==> src/design/hkne_pkg.sv <==
// ----------------------------------------------------------------------------
// hkne_pkg
// Types, widths and constants of the hall key note event engine.
// ----------------------------------------------------------------------------
package hkne_pkg;

    localparam int READING_W  = 10;
    localparam int IDX_W      = 5;
    localparam int NOTE_W     = 7;
    localparam int KIND_W     = 2;
    localparam int GAIN_W     = 4;
    localparam int KEYS_W     = 6;
    localparam int CFG_IDX_W  = 3;
    localparam int CFG_DATA_W = 10;
    localparam int PROD_W     = READING_W + GAIN_W;
    // holds 254*1023 + 1023 and the divisor shifted up by NOTE_W
    localparam int DIV_W      = 18;

    localparam logic [NOTE_W-1:0] MIDI_MAX = 7'd127;

    // register indexes
    localparam logic [CFG_IDX_W-1:0] CFG_MODE      = 3'd0;
    localparam logic [CFG_IDX_W-1:0] CFG_THRESHOLD = 3'd1;
    localparam logic [CFG_IDX_W-1:0] CFG_GAIN      = 3'd2;
    localparam logic [CFG_IDX_W-1:0] CFG_FLOOR     = 3'd3;
    localparam logic [CFG_IDX_W-1:0] CFG_CEILING   = 3'd4;
    localparam logic [CFG_IDX_W-1:0] CFG_NOTE      = 3'd5;
    localparam logic [CFG_IDX_W-1:0] CFG_KEYS      = 3'd6;

    // register reset values
    localparam logic                  RST_MODE      = 1'b0;
    localparam logic [READING_W-1:0]  RST_THRESHOLD = 10'd350;
    localparam logic [GAIN_W-1:0]     RST_GAIN      = 4'd2;
    localparam logic [READING_W-1:0]  RST_FLOOR     = 10'd300;
    localparam logic [READING_W-1:0]  RST_CEILING   = 10'd480;
    localparam logic [NOTE_W-1:0]     RST_NOTE      = 7'd60;
    localparam logic [KEYS_W-1:0]     RST_KEYS      = 6'd3;

    localparam logic MODE_PRESSURE = 1'b0;
    localparam logic MODE_VELOCITY = 1'b1;

    typedef enum logic [KIND_W-1:0] {
        KIND_NOTE_ON  = 2'd0,
        KIND_NOTE_OFF = 2'd1,
        KIND_POLY     = 2'd2
    } t_kind;

    typedef enum logic [2:0] {
        S_IDLE,
        S_READ,
        S_EVAL,
        S_WAIT,
        S_OUT
    } t_state;

    typedef enum logic [1:0] {
        SRC_ZERO,
        SRC_VEL,
        SRC_PRESS
    } t_src;

    typedef struct packed {
        logic                 start;
        logic [READING_W-1:0] ceiling;
        logic [READING_W-1:0] floor_val;
        logic [READING_W-1:0] reading;
    } t_div_req;

    // pressure is nonzero iff span > 0, ceiling > reading and 254*(ceiling-reading) >= span
    function automatic logic press_nz(input logic [READING_W-1:0] ceiling,
                                      input logic [READING_W-1:0] floor_val,
                                      input logic [READING_W-1:0] reading);
        logic [DIV_W-1:0] diff;
        logic [DIV_W-1:0] span;
        logic [DIV_W-1:0] prod;
        diff = DIV_W'(ceiling - reading);
        span = DIV_W'(ceiling - floor_val);
        prod = (diff << 8) - (diff << 1);
        if (ceiling <= floor_val || ceiling <= reading) begin
            return 1'b0;
        end
        return prod >= span;
    endfunction

endpackage

==> src/design/hkne_ram.sv <==
// ----------------------------------------------------------------------------
// hkne_ram
// Simple dual-port RAM: one write port, one read port, registered read.
// ----------------------------------------------------------------------------
module hkne_ram #(
    parameter int WIDTH = 10,
    parameter int DEPTH = 32,
    parameter int AW    = (DEPTH > 1) ? $clog2(DEPTH) : 1
) (
    input  logic             i_clk,
    input  logic             i_we,
    input  logic [AW-1:0]    i_waddr,
    input  logic [WIDTH-1:0] i_wdata,
    input  logic [AW-1:0]    i_raddr,
    output logic [WIDTH-1:0] o_rdata
);

    logic [WIDTH-1:0] r_mem [DEPTH];
    logic [WIDTH-1:0] r_rdata;

    always_ff @(posedge i_clk) begin
        if (i_we) begin
            r_mem[i_waddr] <= i_wdata;
        end
        r_rdata <= r_mem[i_raddr];
    end

    assign o_rdata = r_rdata;

endmodule

==> src/design/hkne_div.sv <==
// ----------------------------------------------------------------------------
// hkne_div
// Pressure divider: round(127*(ceiling-reading)/span), clamped to 127.
// Restoring division, one quotient bit per cycle, MSB first.
// ----------------------------------------------------------------------------
module hkne_div (
    input  logic                    i_clk,
    input  logic                    i_rst_n,
    input  hkne_pkg::t_div_req      i_req,
    output logic                    o_done,
    output logic [hkne_pkg::NOTE_W-1:0] o_quot
);
    import hkne_pkg::*;

    localparam int CNT_W = $clog2(NOTE_W + 1);

    logic [DIV_W-1:0]  r_rem;
    logic [DIV_W-1:0]  r_dsh;
    logic [NOTE_W-1:0] r_quot;
    logic              r_sat;
    logic [CNT_W-1:0]  r_cnt;
    logic              r_busy;
    logic              r_done;

    logic [DIV_W-1:0] st_diff;
    logic [DIV_W-1:0] st_span;
    logic [DIV_W-1:0] st_dividend;
    logic [DIV_W-1:0] st_divisor;

    // dividend 2*127*(c-r) + span, divisor 2*span
    always_comb begin
        st_diff     = DIV_W'(i_req.ceiling - i_req.reading);
        st_span     = DIV_W'(i_req.ceiling - i_req.floor_val);
        st_dividend = (st_diff << 8) - (st_diff << 1) + st_span;
        st_divisor  = st_span << 1;
    end

    always_ff @(posedge i_clk) begin
        if (!i_rst_n) begin
            r_busy <= 1'b0;
            r_done <= 1'b0;
            r_cnt  <= '0;
        end else begin
            r_done <= 1'b0;
            if (i_req.start) begin
                r_busy <= 1'b1;
                r_cnt  <= CNT_W'(NOTE_W);
            end else if (r_busy) begin
                r_cnt <= r_cnt - 1'b1;
                if (r_cnt == CNT_W'(1)) begin
                    r_busy <= 1'b0;
                    r_done <= 1'b1;
                end
            end
        end
    end

    always_ff @(posedge i_clk) begin
        if (i_req.start) begin
            r_rem  <= st_dividend;
            r_dsh  <= st_divisor << (NOTE_W - 1);
            r_sat  <= st_dividend >= (st_divisor << NOTE_W);
            r_quot <= '0;
        end else if (r_busy) begin
            if (r_rem >= r_dsh) begin
                r_rem  <= r_rem - r_dsh;
                r_quot <= {r_quot[NOTE_W-2:0], 1'b1};
            end else begin
                r_quot <= {r_quot[NOTE_W-2:0], 1'b0};
            end
            r_dsh <= r_dsh >> 1;
        end
    end

    assign o_done = r_done;
    assign o_quot = r_sat ? MIDI_MAX : r_quot;

endmodule

==> src/design/hall_key_note_event_engine_unit.sv <==
// ----------------------------------------------------------------------------
// hall_key_note_event_engine_unit
// Per-sensor last-reading store and note event generator.
//
//   channel  direction  handshake                   words
//   input    in         i_in_valid / o_in_ready     sensor_index, reading
//   output   out        o_out_valid / i_out_ready   event_kind, note, amount, key_index
//   config   in         i_cfg_we (no wait)          index, data
//
// One word at a time: read, write-back, evaluate, emit. A pressure value
// also goes through the 7-step divider. A word whose sensor is inactive gets
// only its store update; a word beyond the store is dropped unstored.
// Reset clears the per-entry valid bits; an unwritten entry reads as zero.
// A full output register holds the sequencer in its emit step until taken.
// ----------------------------------------------------------------------------
module hall_key_note_event_engine_unit #(
    parameter int SENSOR_COUNT = 32
) (
    input  logic                              i_clk,
    input  logic                              i_rst_n,
    input  logic                              i_in_valid,
    output logic                              o_in_ready,
    input  logic [hkne_pkg::IDX_W-1:0]        i_sensor_index,
    input  logic [hkne_pkg::READING_W-1:0]    i_reading,
    output logic                              o_out_valid,
    input  logic                              i_out_ready,
    output logic [hkne_pkg::KIND_W-1:0]       o_event_kind,
    output logic [hkne_pkg::NOTE_W-1:0]       o_note,
    output logic [hkne_pkg::NOTE_W-1:0]       o_amount,
    output logic [hkne_pkg::IDX_W-1:0]        o_key_index,
    input  logic                              i_cfg_we,
    input  logic [hkne_pkg::CFG_IDX_W-1:0]    i_cfg_index,
    input  logic [hkne_pkg::CFG_DATA_W-1:0]   i_cfg_data
);
    import hkne_pkg::*;

    localparam int AW = (SENSOR_COUNT > 1) ? $clog2(SENSOR_COUNT) : 1;

    // configuration
    logic                 r_mode;
    logic [READING_W-1:0] r_threshold;
    logic [GAIN_W-1:0]    r_gain;
    logic [READING_W-1:0] r_floor;
    logic [READING_W-1:0] r_ceiling;
    logic [NOTE_W-1:0]    r_note_cfg;
    logic [KEYS_W-1:0]    r_keys;

    // sequencer
    t_state               r_state, n_state;
    logic [AW-1:0]        r_addr;
    logic                 r_in_range;
    logic [IDX_W-1:0]     r_idx;
    logic [READING_W-1:0] r_now;
    logic [READING_W-1:0] r_last;
    logic [SENSOR_COUNT-1:0] r_valid;
    logic                 r_emit;
    t_kind                r_kind;
    t_src                 r_src;
    logic [PROD_W-1:0]    r_prod;

    // output register
    logic                 r_out_valid;
    t_kind                r_out_kind;
    logic [NOTE_W-1:0]    r_out_note;
    logic [NOTE_W-1:0]    r_out_amount;
    logic [IDX_W-1:0]     r_out_key;

    logic                 in_accept;
    logic [IDX_W+AW-1:0]  in_idx_ext;
    logic [AW-1:0]        in_addr;
    logic                 in_range;
    logic                 ram_we;
    logic [READING_W-1:0] ram_rdata;
    logic [READING_W-1:0] rd_last;
    logic                 idx_active;
    logic                 out_load;
    t_div_req             div_req;
    logic                 div_done;
    logic [NOTE_W-1:0]    div_quot;
    logic                 dec_emit;
    t_kind                dec_kind;
    t_src                 dec_src;
    logic                 now_nz;
    logic                 last_nz;
    logic [NOTE_W-1:0]    vel_amount;
    logic [NOTE_W-1:0]    out_amount;

    assign o_in_ready = (r_state == S_IDLE);
    assign in_accept  = i_in_valid && o_in_ready;
    assign in_idx_ext = {{AW{1'b0}}, i_sensor_index};
    assign in_addr    = in_idx_ext[AW-1:0];
    assign in_range   = 32'(i_sensor_index) < SENSOR_COUNT;
    assign idx_active = {1'b0, r_idx} < r_keys;
    assign rd_last    = r_valid[r_addr] ? ram_rdata : '0;

    hkne_ram #(
        .WIDTH (READING_W),
        .DEPTH (SENSOR_COUNT)
    ) u_store (
        .i_clk   (i_clk),
        .i_we    (ram_we),
        .i_waddr (r_addr),
        .i_wdata (r_now),
        .i_raddr (in_addr),
        .o_rdata (ram_rdata)
    );

    hkne_div u_div (
        .i_clk   (i_clk),
        .i_rst_n (i_rst_n),
        .i_req   (div_req),
        .o_done  (div_done),
        .o_quot  (div_quot)
    );

    // configuration writes
    always_ff @(posedge i_clk) begin
        if (!i_rst_n) begin
            r_mode      <= RST_MODE;
            r_threshold <= RST_THRESHOLD;
            r_gain      <= RST_GAIN;
            r_floor     <= RST_FLOOR;
            r_ceiling   <= RST_CEILING;
            r_note_cfg  <= RST_NOTE;
            r_keys      <= RST_KEYS;
        end else if (i_cfg_we) begin
            unique case (i_cfg_index)
                CFG_MODE:      r_mode      <= i_cfg_data[0];
                CFG_THRESHOLD: r_threshold <= i_cfg_data[READING_W-1:0];
                CFG_GAIN:      r_gain      <= i_cfg_data[GAIN_W-1:0];
                CFG_FLOOR:     r_floor     <= i_cfg_data[READING_W-1:0];
                CFG_CEILING:   r_ceiling   <= i_cfg_data[READING_W-1:0];
                CFG_NOTE:      r_note_cfg  <= i_cfg_data[NOTE_W-1:0];
                CFG_KEYS:      r_keys      <= i_cfg_data[KEYS_W-1:0];
                default: ;
            endcase
        end
    end

    // event decision from last and new reading
    always_comb begin
        now_nz   = press_nz(r_ceiling, r_floor, r_now);
        last_nz  = press_nz(r_ceiling, r_floor, r_last);
        dec_emit = 1'b0;
        dec_kind = KIND_NOTE_ON;
        dec_src  = SRC_ZERO;
        if (r_mode == MODE_PRESSURE) begin
            if (now_nz) begin
                dec_emit = 1'b1;
                dec_kind = last_nz ? KIND_POLY : KIND_NOTE_ON;
                dec_src  = SRC_PRESS;
            end else if (last_nz) begin
                dec_emit = 1'b1;
                dec_kind = KIND_NOTE_OFF;
            end
        end else begin
            if (r_now <= r_threshold && r_threshold < r_last) begin
                dec_emit = 1'b1;
                dec_kind = KIND_NOTE_ON;
                dec_src  = SRC_VEL;
            end else if (r_last <= r_threshold && r_threshold < r_now) begin
                dec_emit = 1'b1;
                dec_kind = KIND_NOTE_OFF;
            end
        end
    end

    always_ff @(posedge i_clk) begin
        if (!i_rst_n) begin
            r_state <= S_IDLE;
        end else begin
            r_state <= n_state;
        end
    end

    always_comb begin
        n_state           = r_state;
        ram_we            = 1'b0;
        out_load          = 1'b0;
        div_req.start     = 1'b0;
        div_req.ceiling   = r_ceiling;
        div_req.floor_val = r_floor;
        div_req.reading   = r_now;
        unique case (r_state)
            S_IDLE: begin
                if (in_accept) begin
                    n_state = S_READ;
                end
            end
            S_READ: begin
                // store write-back; the next read is issued only after return to idle
                ram_we  = r_in_range;
                n_state = (r_in_range && idx_active) ? S_EVAL : S_IDLE;
            end
            S_EVAL: begin
                div_req.start = dec_emit && (dec_src == SRC_PRESS);
                n_state       = div_req.start ? S_WAIT : S_OUT;
            end
            S_WAIT: begin
                if (div_done) begin
                    n_state = S_OUT;
                end
            end
            S_OUT: begin
                if (!r_emit) begin
                    n_state = S_IDLE;
                end else if (!r_out_valid || i_out_ready) begin
                    out_load = 1'b1;
                    n_state  = S_IDLE;
                end
            end
            default: n_state = S_IDLE;
        endcase
    end

    always_ff @(posedge i_clk) begin
        if (!i_rst_n) begin
            r_valid <= '0;
        end else if (ram_we) begin
            r_valid[r_addr] <= 1'b1;
        end
    end

    always_ff @(posedge i_clk) begin
        if (in_accept) begin
            r_addr     <= in_addr;
            r_in_range <= in_range;
            r_idx      <= i_sensor_index;
            r_now      <= i_reading;
        end
        if (r_state == S_READ) begin
            r_last <= rd_last;
        end
        if (r_state == S_EVAL) begin
            r_emit <= dec_emit;
            r_kind <= dec_kind;
            r_src  <= dec_src;
            r_prod <= PROD_W'(r_gain) * PROD_W'(r_last - r_now);
        end
    end

    assign vel_amount = (|r_prod[PROD_W-1:NOTE_W]) ? MIDI_MAX : r_prod[NOTE_W-1:0];

    always_comb begin
        unique case (r_src)
            SRC_VEL:   out_amount = vel_amount;
            SRC_PRESS: out_amount = div_quot;
            default:   out_amount = '0;
        endcase
    end

    always_ff @(posedge i_clk) begin
        if (!i_rst_n) begin
            r_out_valid <= 1'b0;
        end else if (out_load) begin
            r_out_valid <= 1'b1;
        end else if (i_out_ready) begin
            r_out_valid <= 1'b0;
        end
    end

    always_ff @(posedge i_clk) begin
        if (out_load) begin
            r_out_kind   <= r_kind;
            r_out_note   <= r_note_cfg;
            r_out_amount <= out_amount;
            r_out_key    <= r_idx;
        end
    end

    assign o_out_valid  = r_out_valid;
    assign o_event_kind = r_out_kind;
    assign o_note       = r_out_note;
    assign o_amount     = r_out_amount;
    assign o_key_index  = r_out_key;

endmodule

==> config.mk <==
export PLATFORM = sky130hd
export DESIGN_NAME = hall_key_note_event_engine_unit
export DESIGN_NICKNAME = d
export VERILOG_FILES = /design/src/design/hkne_pkg.sv /design/src/design/hkne_ram.sv /design/src/design/hkne_div.sv /design/src/design/hall_key_note_event_engine_unit.sv
export SDC_FILE = /design/constraint.sdc
export NUM_CORES = 1
export LEC_CHECK = 0
export ABC_CLOCK_PERIOD_IN_PS = 11300
export BUFFER_PORTS_ARGS = -buffer_cell sky130_fd_sc_hd__buf_4
export CORE_UTILIZATION = 60
export CTS_CLUSTER_SIZE = 25
export DETAILED_ROUTE_END_ITERATION = 16
export GPL_TIMING_DRIVEN = 0
export PLACE_DENSITY = 0.77
export SYNTH_ARGS = -nofsm -noshare
export SYNTH_HDL_FRONTEND = slang
export SYNTH_HIERARCHICAL = 1
export SYNTH_SLANG_ARGS = --single-unit
==> constraint.sdc <==
create_clock -name i_clk -period 11.3 [get_ports i_clk]
set_input_delay 1.13 -clock i_clk [delete_from_list [all_inputs] [get_ports i_clk]]
set_output_delay 1.13 -clock i_clk [all_outputs]
set_load 0.05 [all_outputs]
Word-level counts from Yosys, hierarchy flattened
Memory sizes are Yosys's and may differ from the RTL's. A register that Yosys moved wholly into a read port is not among the register bits. Index checks and enable logic that the tools add are counted.

Bits of input ports: 33. Bits in writable memories: 320. Register bits: 198. Output and inout port bits: 23. Word-level logic and storage cells: 154. Memories: 1.

Memory list: u_store.r_mem (depth 32, width 10, read ports 1, clocked after memory_dff 1, write ports 1, line hkne_ram.sv:18) `logic [WIDTH-1:0] r_mem [DEPTH];`.

Multipliers: 1. Reductions and logical operators: 25. Bitwise operators: 3. Mux-type cells: 55. $lt $le $gt $ge: 14. Add/sub/neg operators: 9. Equality and inequality tests: 17.

Operators by type and width (count): $mux 18 (5); $ge 18x18->1 (4); $sub 18x18->18 (3); $le 10x10->1 (5); $sub 10x10->11 (4); $or 32x32->32 (1); $mux 1 (31); $mux 3 (7); $lt 10x10->1 (2); $add 18x18->18 (1); $reduce_and 2->1 (8); $pmux 3 s5 (1); $mul 5x11->14 (1); $mux 7 (2); $pmux 7 s2 (1); $eq 3x2->1 const B (4); $eq 3x3->1 const B (4); $mux 2 (6); $eq 3x1->1 const B (3); $reduce_or 7->1 (1); $logic_not 3->1 (2); $lt 5x6->1 (1); $lt 5x6->1 const B (1); $reduce_bool 2->1 (3); other kinds (14) (23).

Longest topological paths before layout
Gate-level depths: netlist of the first run.

Word-level depth: 11. Mapped depth: 29.

Modules after synthesis
The synthesis of the first run kept the hierarchy.

Modules (own cells, without submodules): hkne_ram (cells each 733, times used 1, area each 12993.7 µm²); hall_key_note_event_engine_unit (cells each 1225, times used 1, area each 11312.1 µm²); hkne_div (cells each 585, times used 1, area each 5028.6 µm²).

Least setup slack after synthesis of the first run
No wires, ideal clock.

Kind: reg2reg. From: register r_now[1]. To: register u_div.r_rem[0] (enable). Arrival: 5.907 ns. Buffers on the path: 2. Required time: 10.882 ns. Cell stages (with the launch flop): 26. Setup slack: 4.975 ns. Cell sequence: edfxtp_1 > inv_1 > fa_1 > a21o_1 > a21oi_1 > o21bai_1 > a21o_1 > a21o_1 > ha_1 > nand2_1 > nor2_1 > a21oi_1 > o311ai_2 > a31o_2 > a21oi_1 > xnor2_1 > ha_1 > nand4_1 > nor3_1 > a21oi_1 > nor3_1 > and3_1 > clkbuf_1 > inv_1 > clkbuf_1 > o21ai_0.

RTL lines: start: declaration (line hall_key_note_event_engine_unit.sv:53) `logic [READING_W-1:0] r_now;`; start signal: assignment (line hall_key_note_event_engine_unit.sv:229) `r_now <= i_reading;`; end signal: assignment (line hkne_div.sv:60) `r_rem <= st_dividend;`; end signal: assignment (line hkne_div.sv:66) `r_rem <= r_rem - r_dsh;`; end: declaration (line hkne_div.sv:17) `logic [DIV_W-1:0] r_rem;`.

==> results by group, run 1 <==
Final layout
  – Inserted Diodes: 0
  – Final nets: slightly below 3000
  – Final Non-Filler Cells: between 3000 and 4000
  – Layout cells sized above 1: about 9%
  – Most frequent cells in the layout: edfxtp_1, ha_1, inv_1
  – Commonest non-fill, non-tap cell in the layout: edfxtp_1
  – Synthesis-to-finish area growth: 11.0%

Min path
  – Hold path endpoint: o_event_kind[0]
  – Hold Path Cell Cnt: 0
  – Worst Hold Class: flip-flop to flip-flop
  – Start point of the worst hold path: r_kind[0]

Detailed routing
  – Routed WL: 70700 µm
  – Post-route DRC: 0
  – Metal3 WL: approximately 4300 µm
  – Top sig layer: met4
  – Post-DR wirelength/cell: 21.3 µm
  – 1st-iter DRT viols: 1688
  – Drt pass-1 iters: 8
  – Avg Vias per Cell: between 6 and 7
  – WL met1: between 20000 and 30000 µm
  – Routed Antenna Nets: 0
  – Met2 Routed Length: 34200 µm
  – Vias: 20330

Worst setup path
  – CP arrival: between 7 and 8 ns
  – Crit path largest cell delay: 0.91 ns
  – Worst R2R Path Depth: 25
  – WP buf/inv: 4
  – CP top delay family: compound AO/OA/AOI/OAI gates
  – CP Class: flip-flop to flip-flop
  – RR Startpoint: r_now[1]
  – Critical path's slowest cell: edfxtp_1
  – Worst path required time: between 10 and 15 ns
  – Most used cell, CP: a21oi_1
  – CP Launch Point: r_now[1]
  – Worst Path Max Fanout: 13
  – RR Endpoint: u_div/r_dsh[14]
  – Setup crit start kind: flip-flop
  – CP endpoint kind: flip-flop
  – R2R Setup Slk: around 3.7 ns

STA
  – Worst Tran Pin Value: roughly 1.4 ns
  – Max frequency: approximately 130 MHz
  – RSZ-0062 raised after global routing: false
  – Period minus WS final: around 7.6 ns
  – Final period util: 67.6%
  – Final Max Tran Viols: 0
  – Fin Setup TNS: 0 ns
  – Max-slew headroom: around 8.4%
  – Final setup fails: 0
  – Clock Skew: roughly 0.028 ns
  – Fin. Hold Viols: 0

Job
  – Max-capacitance violation count: 0

CTS
  – CTS tree: yes
  – Clock transition at the registers of the reported paths: 0.07 ns
  – Clock latency at the later pin of the worst-skew pair: approximately 0.62 ns
  – CTS Root Cell: clkbuf_16
  – Post-cts sizing count: 0
  – H-tree levels: 2
  – Hold_buf cts: 0
  – Setup bufs post-CTS: 0
  – TritonCTS Buffers: 52
  – Clk sinks: roughly 530
  – Max clock buf depth: 3

Synthesis
  – Syn Area/Cell: around 12 µm²
  – Number of synthesized register bits: 528
  – Seq/Total Area, Yosys: 50.2%
  – Async SR Flop Fraction: 0%
  – Syn Std Cell Area: 29300 µm²
  – Synth Net Count: between 2000 and 3000
  – Distinct cells, synth: between 90 and 100
  – Warnings, synthesis: 6
  – EDFF count, synth: between 400 and 500
  – Syn Inst Count: about 2500
  – Ys flop type: edfxtp_1

Floorplan
  – Die height: about 220 µm
  – Die W: between 200 and 250 µm
  – Starting density of the core: 61.2%
  – Core ar.: around 48000 µm²
  – Die area: roughly 50000 µm²
  – Row count: 80
  – Top Ports: 56

Place
  – Buffers on Ports: 55
  – Placer Congestion: approximately 0.90
  – Detail Placement HPWL: between 40000 and 50000 µm
  – Placed Cells incl. Taps: 3219

Global routing
  – Largest net degree at the start of global routing: 35
  – First-pass GRT wire length: 109000 µm
  – Initial antenna violation count: 0
  – Grt total ovfl: 0
  – Vias in the first global route: between 20000 and 25000
  – Total Routing Usage GR: roughly 28%

Power and ir drop
  – Max IR drop VDD: 0.182 mV
  – Pleak: 0.0130 µW
  – PwrDens: ~160 nW/µm²
  – Total Power: approximately 5200 µW

Outcome
  – Status: finished clean
[cell families after synthesis]
logic type      Yosys count  synth area share, %
flops                   528                 50.2
simple gates            665                 11.3
buf+inv                 287                 4.46
compound gates          491                 11.4
fa+ha+maj               254                 11.8
xor+xnor                120                 3.82
mux                     198                 7.11
[registers in the layout, summed over array words and instances (netlist names), 3 cells and up]
register	cells
r_floor	10
r_valid	32
u_store/r_mem	320
r_gain	4
u_div/r_cnt	3
r_prod	14
u_div/r_dsh	18
r_idx	5
o_key_index	5
r_ceiling	10
r_last	10
o_note	7
u_div/r_rem	18
o_amount	7
r_note_cfg	7
r_state	3
u_store/o_rdata	10
u_div/r_quot	7
r_threshold	10
r_keys	6
r_now	10
[synth_stat cells, drive strengths merged (6+ instances only)]
master,n,area share [%]
a2111oi,6,0.20
a211oi,13,0.37
a21boi,30,0.77
a21o,47,1.2
a21oi,131,2.3
a22o,22,0.66
a22oi,41,1.0
a31oi,14,0.30
and2,35,0.75
and3,12,0.26
buf,40,1.3
clkbuf,40,0.51
dfxtp,113,7.7
edfxtp,415,42
fa,37,2.5
ha,216,9.2
inv,207,2.6
mux2i,188,6.4
mux4,8,0.61
nand2,190,2.4
nand2b,23,0.52
nand3,57,0.97
nand3b,8,0.20
nand4,34,0.73
nor2,144,1.9
nor2b,72,1.5
nor3,44,0.90
nor3b,7,0.18
nor4,7,0.15
o211ai,21,0.54
o21a,37,0.95
o21ai,73,1.3
o21bai,13,0.33
or2,12,0.26
or3,9,0.19
xnor2,76,2.4
xor2,41,1.2
[metrics by stage]
| step | instance area [µm²] | worst slack (ns) | hold slack [ns] | utilization, % |
|---|---|---|---|---|
| after floorplan | 29300 | 4.98 | 0.400 | - |
| final | 32600 | 3.66 | 0.436 | 67.9 |
| after detailed placement | 30600 | 3.16 | 0.418 | 63.9 |
| after global routing | 32600 | 3.11 | 0.440 | 67.9 |
| after global placement | 30500 | 2.61 | 0.406 | 63.6 |
| after CTS | 32400 | 3.01 | 0.432 | 67.5 |
[layer usage]
layer	vias up	track usage (%)
li1	9500	-
met1	9919	36.7
met2	753	47.9
met3	158	3.44
met4	0	12.0
met5	-	0
[worst register-to-register path, stage by stage, from the launching register on]
cell      delay, ns
edfxtp_1       0.91
inv_1          0.39
fa_1           0.56
a21o_1         0.22
a21oi_1        0.17
o21bai_1       0.17
a21o_1         0.21
a21o_1         0.29
ha_1           0.41
nand2_1        0.14
nor2_1         0.06
a21oi_1        0.19
o311ai_2       0.15
a31o_2         0.25
a21oi_1        0.16
xnor2_1        0.09
ha_1           0.30
nand4_1        0.14
nor3_1         0.16
a21oi_1        0.14
nor3_1         0.38
and3_1         0.31
clkbuf_1       0.42
inv_1          0.22
clkbuf_1       0.34
nand2_1        0.47
[how the worst max path moves through the flow]
stage,to,slack (ns),cells past startpoint
3_5_place_dp,u_div/r_dsh[17],3.16,25
3_3_place_gp,u_div/r_rem[17],2.61,25
2_1_floorplan,u_div/r_rem[0],4.98,25
4_1_cts,u_div/r_dsh[8],3.01,25
6_report,u_div/r_dsh[14],3.66,25
5_1_grt,u_div/r_dsh[8],3.11,27
[area by class of cell]
class	count	area, µm²
timing repair buffer	68	717
tap	615	769
clock inverter	28	294
multi-input combinational	1728	13300
inverter	207	777
fill	3456	15400
clock buffer	68	1440
buffer	80	532
sequential	528	14700
[where the power goes]
group / total [µW] / switching, µW / internal, µW
Clock: 1740 / 750 / 993
Sequential: 2190 / 45.2 / 2150
Combinational: 1240 / 720 / 519
Total: 5180 / 1520 / 3660
Power figures use the tool's default switching activity.
==> run 2: changes to the inputs <==
--- a/config.mk
+++ b/config.mk
@@ -5,9 +5,9 @@
 export SDC_FILE = /design/constraint.sdc
 export NUM_CORES = 1
 export LEC_CHECK = 0
-export ABC_CLOCK_PERIOD_IN_PS = 11300
+export ABC_CLOCK_PERIOD_IN_PS = 6200
 export BUFFER_PORTS_ARGS = -buffer_cell sky130_fd_sc_hd__buf_4
-export CORE_UTILIZATION = 60
+export CORE_UTILIZATION = 58
 export CTS_CLUSTER_SIZE = 25
 export DETAILED_ROUTE_END_ITERATION = 16
 export GPL_TIMING_DRIVEN = 0
==> constraint.sdc (replaced) <==
create_clock -name i_clk -period 6.2 [get_ports i_clk]
set_input_delay 0.62 -clock i_clk [delete_from_list [all_inputs] [get_ports i_clk]]
set_output_delay 0.62 -clock i_clk [all_outputs]
set_load 0.05 [all_outputs]
==> run 2 against run 1 <==
Effect of this change:
- routed wire length up 4.3%
- die area rose by 3.4%
- sequential power rose by 82%
- register-to-register slack lost 3.4 ns
- via count increased by 0.86%
- clock power increased by 89%
- sequential share of layout area down 0.60 points
- highest routed layer unchanged
- design area up 1.4%
- global-route usage is 0.34 points higher
- first-iteration DRC count fell by 1.6%
- clock-buffer cell count is 4 lower
- largest cell class unchanged
==> results by group, run 2 (same netlist as run 1, synthesis figures left out) <==
Outcome
  – Status: finished clean

Power and ir drop
  – Clk network pwr share: between 30% and 40%
  – Reg power frac: 41.2%
  – Max IR drop VDD: between 0.2 and 0.3 mV
  – Internal: around 7000 µW
  – Pleak: 0.0131 µW
  – PwrDens: just under 300 nW/µm²
  – Net Switching: between 2000 and 3000 µW
  – Sw Ratio: 29.4%
  – Power share of the combinational group: roughly 25%

Place
  – Placer Congestion: slightly above 0.9
  – Placed cell areas: roughly 31000 µm²
  – Detail Placement HPWL: approximately 50000 µm
  – Post-Place Worst Slack: -1.89 ns
  – Buffers on Ports: 55

Worst setup path
  – Worst path required time: between 6 and 7 ns
  – Worst Path Max Fanout: 6
  – CP arrival: 6.31 ns
  – Critical path's slowest cell: edfxtp_1
  – Most used cell, CP: inv_1
  – CP Class: flip-flop to flip-flop
  – CP endpoint kind: flip-flop
  – Crit path largest cell delay: 0.53 ns
  – Setup crit start kind: flip-flop

CTS
  – Clock latency at the later pin of the worst-skew pair: roughly 0.62 ns
  – Clock transition at the registers of the reported paths: approximately 0.06 ns
  – Clk sinks: about 530
  – H-tree levels: 2
  – TritonCTS Buffers: 52
  – Hold_buf cts: 0
  – CTS tree: yes
  – Max clock buf depth: 3
  – CTS Root Cell: clkbuf_16

Global routing
  – First-pass GRT wire length: between 100000 and 150000 µm
  – Grt total ovfl: 0
  – Largest net degree at the start of global routing: 22
  – Vias in the first global route: 20182
  – Initial antenna violation count: 0
  – Total Routing Usage GR: 28.6%

STA
  – Final Max Tran Viols: 0
  – Period minus WS final: slightly below 6 ns
  – Final setup fails: 0
  – Max frequency: approximately 170 MHz
  – Max-slew headroom: approximately a fifth
  – Worst Tran Pin Value: approximately 1.2 ns
  – Fin. Hold Viols: 0
  – Final period util: 96.2%
  – Clock Skew: 0.0234 ns
  – Final WS setup: between 0.2 and 0.25 ns

Final layout
  – Post-route cell area: 33000 µm²
  – Biggest register: u_store/r_mem
  – Final nets: 2973
  – Inserted Diodes: 0
  – Most frequent cells in the layout: edfxtp_1, ha_1, inv_1
  – Commonest non-fill, non-tap cell in the layout: edfxtp_1
  – Number of flip-flops in the largest register: 320
  – Largest regs: u_store/r_mem x320, r_valid x32
  – Synthesis-to-finish area growth: 12.5%
  – Layout Utilization: 65.9%
  – Layout cells sized above 1: about 11%

Floorplan
  – Starting density of the core: between 50% and 60%
  – Core ar.: approximately 50000 µm²
  – Row count: a little over 80
  – Die area: ~50000 µm²
  – Die height: around 230 µm
  – Top Ports: 56
  – Die W: ~230 µm

Job
  – Max-capacitance violation count: 0

Detailed routing
  – Routed Antenna Nets: 0
  – 1st-iter DRT viols: approximately 1700
  – Post-route DRC: 0
  – Post-DR wirelength/cell: 21.7 µm
  – Vias: 20504
  – Avg Vias per Cell: 6.03
  – Drt pass-1 iters: 6
  – Routed WL: 73800 µm

Min path
  – Worst Hold Class: primary input to flip-flop
[run 2: layer usage]
metal  part of all wire [%]  routed length [µm]  up-vias  global-route usage [%]
li1                       -                   -     9545                       -
met1                     41               29900    10006                    36.8
met2                     49               36100      781                    48.7
met3                    6.9                5070      172                    4.24
met4                    3.7                2700        0                    10.7
met5                      0                   0        -                       0
[run 2: metrics by stage]
step / TNS, ns / power [µW] / hold slack, ns / cells
2_1_floorplan: 0 / 5690 / 0.400 / 2543
3_3_place_gp: -119.54 / 6180 / 0.402 / 3270
3_5_place_dp: -128.66 / 6270 / 0.422 / 3275
4_1_cts: 0 / 9580 / 0.156 / 3390
5_1_grt: -0.0525 / 10100 / 0.154 / 3400
6_report: 0 / 9650 / 0.174 / 3400
[run 2: timing repair]
item	4_1_cts	5_1_grt
buffers inserted	21	9
endpoints found under the hold margin	0	0
setup endpoints to repair	89	80
cloned	0	1
resized for setup	15	37
pin swaps	0	6
[run 2: area by class of cell]
class | instances | area (µm²)
clock buffers | 64 | 1390
clock inverters | 31 | 414
multi-input cells | 1729 | 13500
repair buffers | 90 | 828
plain buffers | 79 | 537
fillers | 3753 | 17100
flip-flops and latches | 528 | 14700
inverters | 207 | 777
well taps | 672 | 841
[run 2: worst max-delay path, delay by kind of cell (launching register included)]
kind / cells / cell delay [ns]
AO/OA/AOI/OAI: 12 / 2.60
XOR/XNOR: 2 / 0.35
adder cells (fa/ha/maj): 3 / 0.96
buffers and inverters: 5 / 0.75
flip-flops: 1 / 0.53
AND/OR/NAND/NOR: 4 / 0.47
[run 2: path summary, 6_finish.rpt]
kind / cells past startpoint / slack (ns) / to / from
min: 1 / 0.17 / r_now[5] / i_reading[5]
max: 26 / 0.23 / u_div/r_rem[16] / r_now[4]
max reg2reg: 26 / 0.23 / u_div/r_rem[16] / r_now[4]
min reg2reg: 0 / 0.44 / o_note[4] / r_note_cfg[4]
[run 2: power groups by stage]
stage | registers [µW] | logic [µW] | clock network (µW)
2_1_floorplan | 4040 | 1650 | 0
3_3_place_gp | 4100 | 2080 | 0
3_5_place_dp | 4100 | 2180 | 0
4_1_cts | 3970 | 2280 | 3320
5_1_grt | 3980 | 2640 | 3470
6_report | 3980 | 2390 | 3280
==> run 3: changes to the inputs <==
--- a/config.mk
+++ b/config.mk
@@ -6,12 +6,11 @@
 export NUM_CORES = 1
 export LEC_CHECK = 0
 export ABC_CLOCK_PERIOD_IN_PS = 6200
-export BUFFER_PORTS_ARGS = -buffer_cell sky130_fd_sc_hd__buf_4
-export CORE_UTILIZATION = 58
+export CORE_UTILIZATION = 43
 export CTS_CLUSTER_SIZE = 25
 export DETAILED_ROUTE_END_ITERATION = 16
+export DONT_BUFFER_PORTS = 1
 export GPL_TIMING_DRIVEN = 0
-export PLACE_DENSITY = 0.77
 export SYNTH_ARGS = -nofsm -noshare
 export SYNTH_HDL_FRONTEND = slang
 export SYNTH_HIERARCHICAL = 1
==> run 3 against run 2 <==
Effect of this change:
- routed wire length rose by 1.4%
- worst setup slack got worse by 0.014 ns
- final cell count rose by 4.5%
- global-route usage fell by 7.1 points
- flip-flop and latch count did not move
- sequential share of layout area rose by 0.18 points
- power fell by 2.1%
- largest cell class unchanged
- utilization fell by 17 points
- combinational power fell by 2%
- register-to-register slack barely moved
- via count fell by 3.7%
- design area fell by 0.41%
==> results by group, run 3 (same netlist as run 1, synthesis figures left out) <==
Outcome
  – Status: finished clean

Detailed routing
  – Post-DR wirelength/cell: around 21 µm
  – Vias: a little under 20000
  – Post-route DRC: 0
  – Routed Antenna Nets: 0
  – 1st-iter DRT viols: 1467
  – Routed WL: ~75000 µm
  – Drt pass-1 iters: 5
  – Avg Vias per Cell: between 5 and 6

CTS
  – H-tree levels: 2
  – Clock latency at the later pin of the worst-skew pair: 0.63 ns
  – Clk sinks: around 530
  – CTS tree: yes
  – TritonCTS Buffers: 54
  – Max clock buf depth: 3
  – CTS Root Cell: clkbuf_16
  – Clock transition at the registers of the reported paths: 0.06 ns
  – Hold_buf cts: 0

Global routing
  – First-pass GRT wire length: around 110000 µm
  – Vias in the first global route: 19372
  – Initial antenna violation count: 1
  – Total Routing Usage GR: between 20% and 30%
  – Largest net degree at the start of global routing: 22
  – Grt total ovfl: 0

Min path
  – Worst Hold Class: primary input to flip-flop

STA
  – Final setup fails: 0
  – Fin. Hold Viols: 0
  – Final Max Tran Viols: 0
  – Clock Skew: 0.0420 ns
  – Max-slew headroom: 19.2%
  – Period minus WS final: between 5 and 6 ns
  – Final WS setup: ~0.22 ns
  – Final period util: 96.5%
  – Max frequency: around 170 MHz
  – Worst Tran Pin Value: around 1.2 ns

Place
  – Detail Placement HPWL: about 53000 µm
  – Placer Congestion: around 0.91
  – Buffers on Ports: 0
  – Post-Place Worst Slack: -2.16 ns
  – Placed Cells incl. Taps: approximately 3400

Power and ir drop
  – Max IR drop VDD: approximately 0.25 mV
  – Pleak: 0.0129 µW
  – PwrDens: around 290 nW/µm²

Floorplan
  – Core ar.: about 67000 µm²
  – Die area: between 60000 and 70000 µm²
  – Die height: approximately 260 µm
  – Die W: between 200 and 300 µm
  – Starting density of the core: between 40% and 50%
  – Row count: 95
  – Top Ports: 56

Worst setup path
  – Setup crit start kind: flip-flop
  – CP endpoint kind: flip-flop
  – WP buf/inv: 3
  – Crit path largest cell delay: around 0.47 ns
  – CP Class: flip-flop to flip-flop
  – Worst path required time: 6.57 ns
  – Worst Path Max Fanout: 7
  – Most used cell, CP: ha_1
  – CP arrival: around 6.4 ns
  – Critical path's slowest cell: a2111o_1
  – CP top delay family: compound AO/OA/AOI/OAI gates

Job
  – Max-capacitance violation count: 0

Final layout
  – Inserted Diodes: 0
  – Synthesis-to-finish area growth: 12.1%
  – Largest regs: u_store/r_mem x320, r_valid x32
  – Layout cells sized above 1: 9.33%
  – Final Non-Filler Cells: 3552
  – Commonest non-fill, non-tap cell in the layout: edfxtp_1
  – Biggest register: u_store/r_mem
  – Most frequent cells in the layout: edfxtp_1, ha_1, inv_1
  – Final nets: 2925
  – Filler cells: 5917
  – Number of flip-flops in the largest register: between 300 and 400
[run 3: cell count changes in the layout (fill, tap and decap cells not counted), sizes merged]
cell      previous run  this run
clkbuf             102       105
inv                210       207
bufinv               7         2
buf                131        81
clkinvlp             4         3
and3                13        12
clkinv              17        25
[run 3: repair_timing]
| item | 4_1_cts | 5_1_grt |
|---|---|---|
| gates resized for setup | 16 | 39 |
| setup buffers | 26 | 6 |
| endpoints found under the setup margin | 90 | 81 |
| hold endpoints to repair | 0 | 0 |
| pin swaps | 0 | 4 |
[run 3: worst paths after layout]
path	depth (start not counted)	endpoint	from	slack [ns]
worst max register to register	26	u_div/r_rem[16]	r_now[4]	0.22
worst min-delay path	0	r_idx[4]	i_sensor_index[4]	0.09
worst min register to register	0	o_note[0]	r_note_cfg[0]	0.43
worst max-delay path	26	u_div/r_rem[16]	r_now[4]	0.22
[run 3: area by class of cell]
| class | count | area (µm²) | share of cell area (%) |
|---|---|---|---|
| Multi-Input combinational cell | 1728 | 13500 | 41.1 |
| Clock inverter | 30 | 234 | 0.712 |
| Timing Repair Buffer | 41 | 547 | 1.66 |
| Clock buffer | 66 | 1450 | 4.40 |
| Tap cell | 873 | 1090 | 3.32 |
| Inverter | 207 | 785 | 2.39 |
| Buffer | 79 | 538 | 1.64 |
| Sequential cell | 528 | 14700 | 44.8 |
[run 3: stage by stage]
| step | total power, µW | utilization [%] | hold WS, ns | instance area (µm²) | setup TNS [ns] |
|---|---|---|---|---|---|
| after detailed placement | 6280 | 45.5 | 0.414 | 30600 | -149.95 |
| after global placement | 6200 | 45.2 | 0.403 | 30400 | -135.34 |
| after CTS | 9440 | 48.5 | 0.0572 | 32700 | 0 |
| after global routing | 9920 | 48.9 | 0.0588 | 32900 | -1.20 |
| final | 9450 | 48.9 | 0.0904 | 32900 | 0 |
| after floorplan | 5690 | - | 0.400 | 29300 | 0 |
[run 3: layer usage]
metal,vias up,track usage [%],share of wire [%]
li1,9441,-,-
met1,9644,29.1,45
met2,554,35.5,47
met3,115,3.13,5.7
met4,0,6.53,2.9
met5,-,0,0
[run 3: report_power, final]
part | switching (µW) | total, µW | internal, µW
logic | 1370 | 2350 | 980
clock network | 1390 | 3120 | 1740
registers | 58.9 | 3970 | 3920
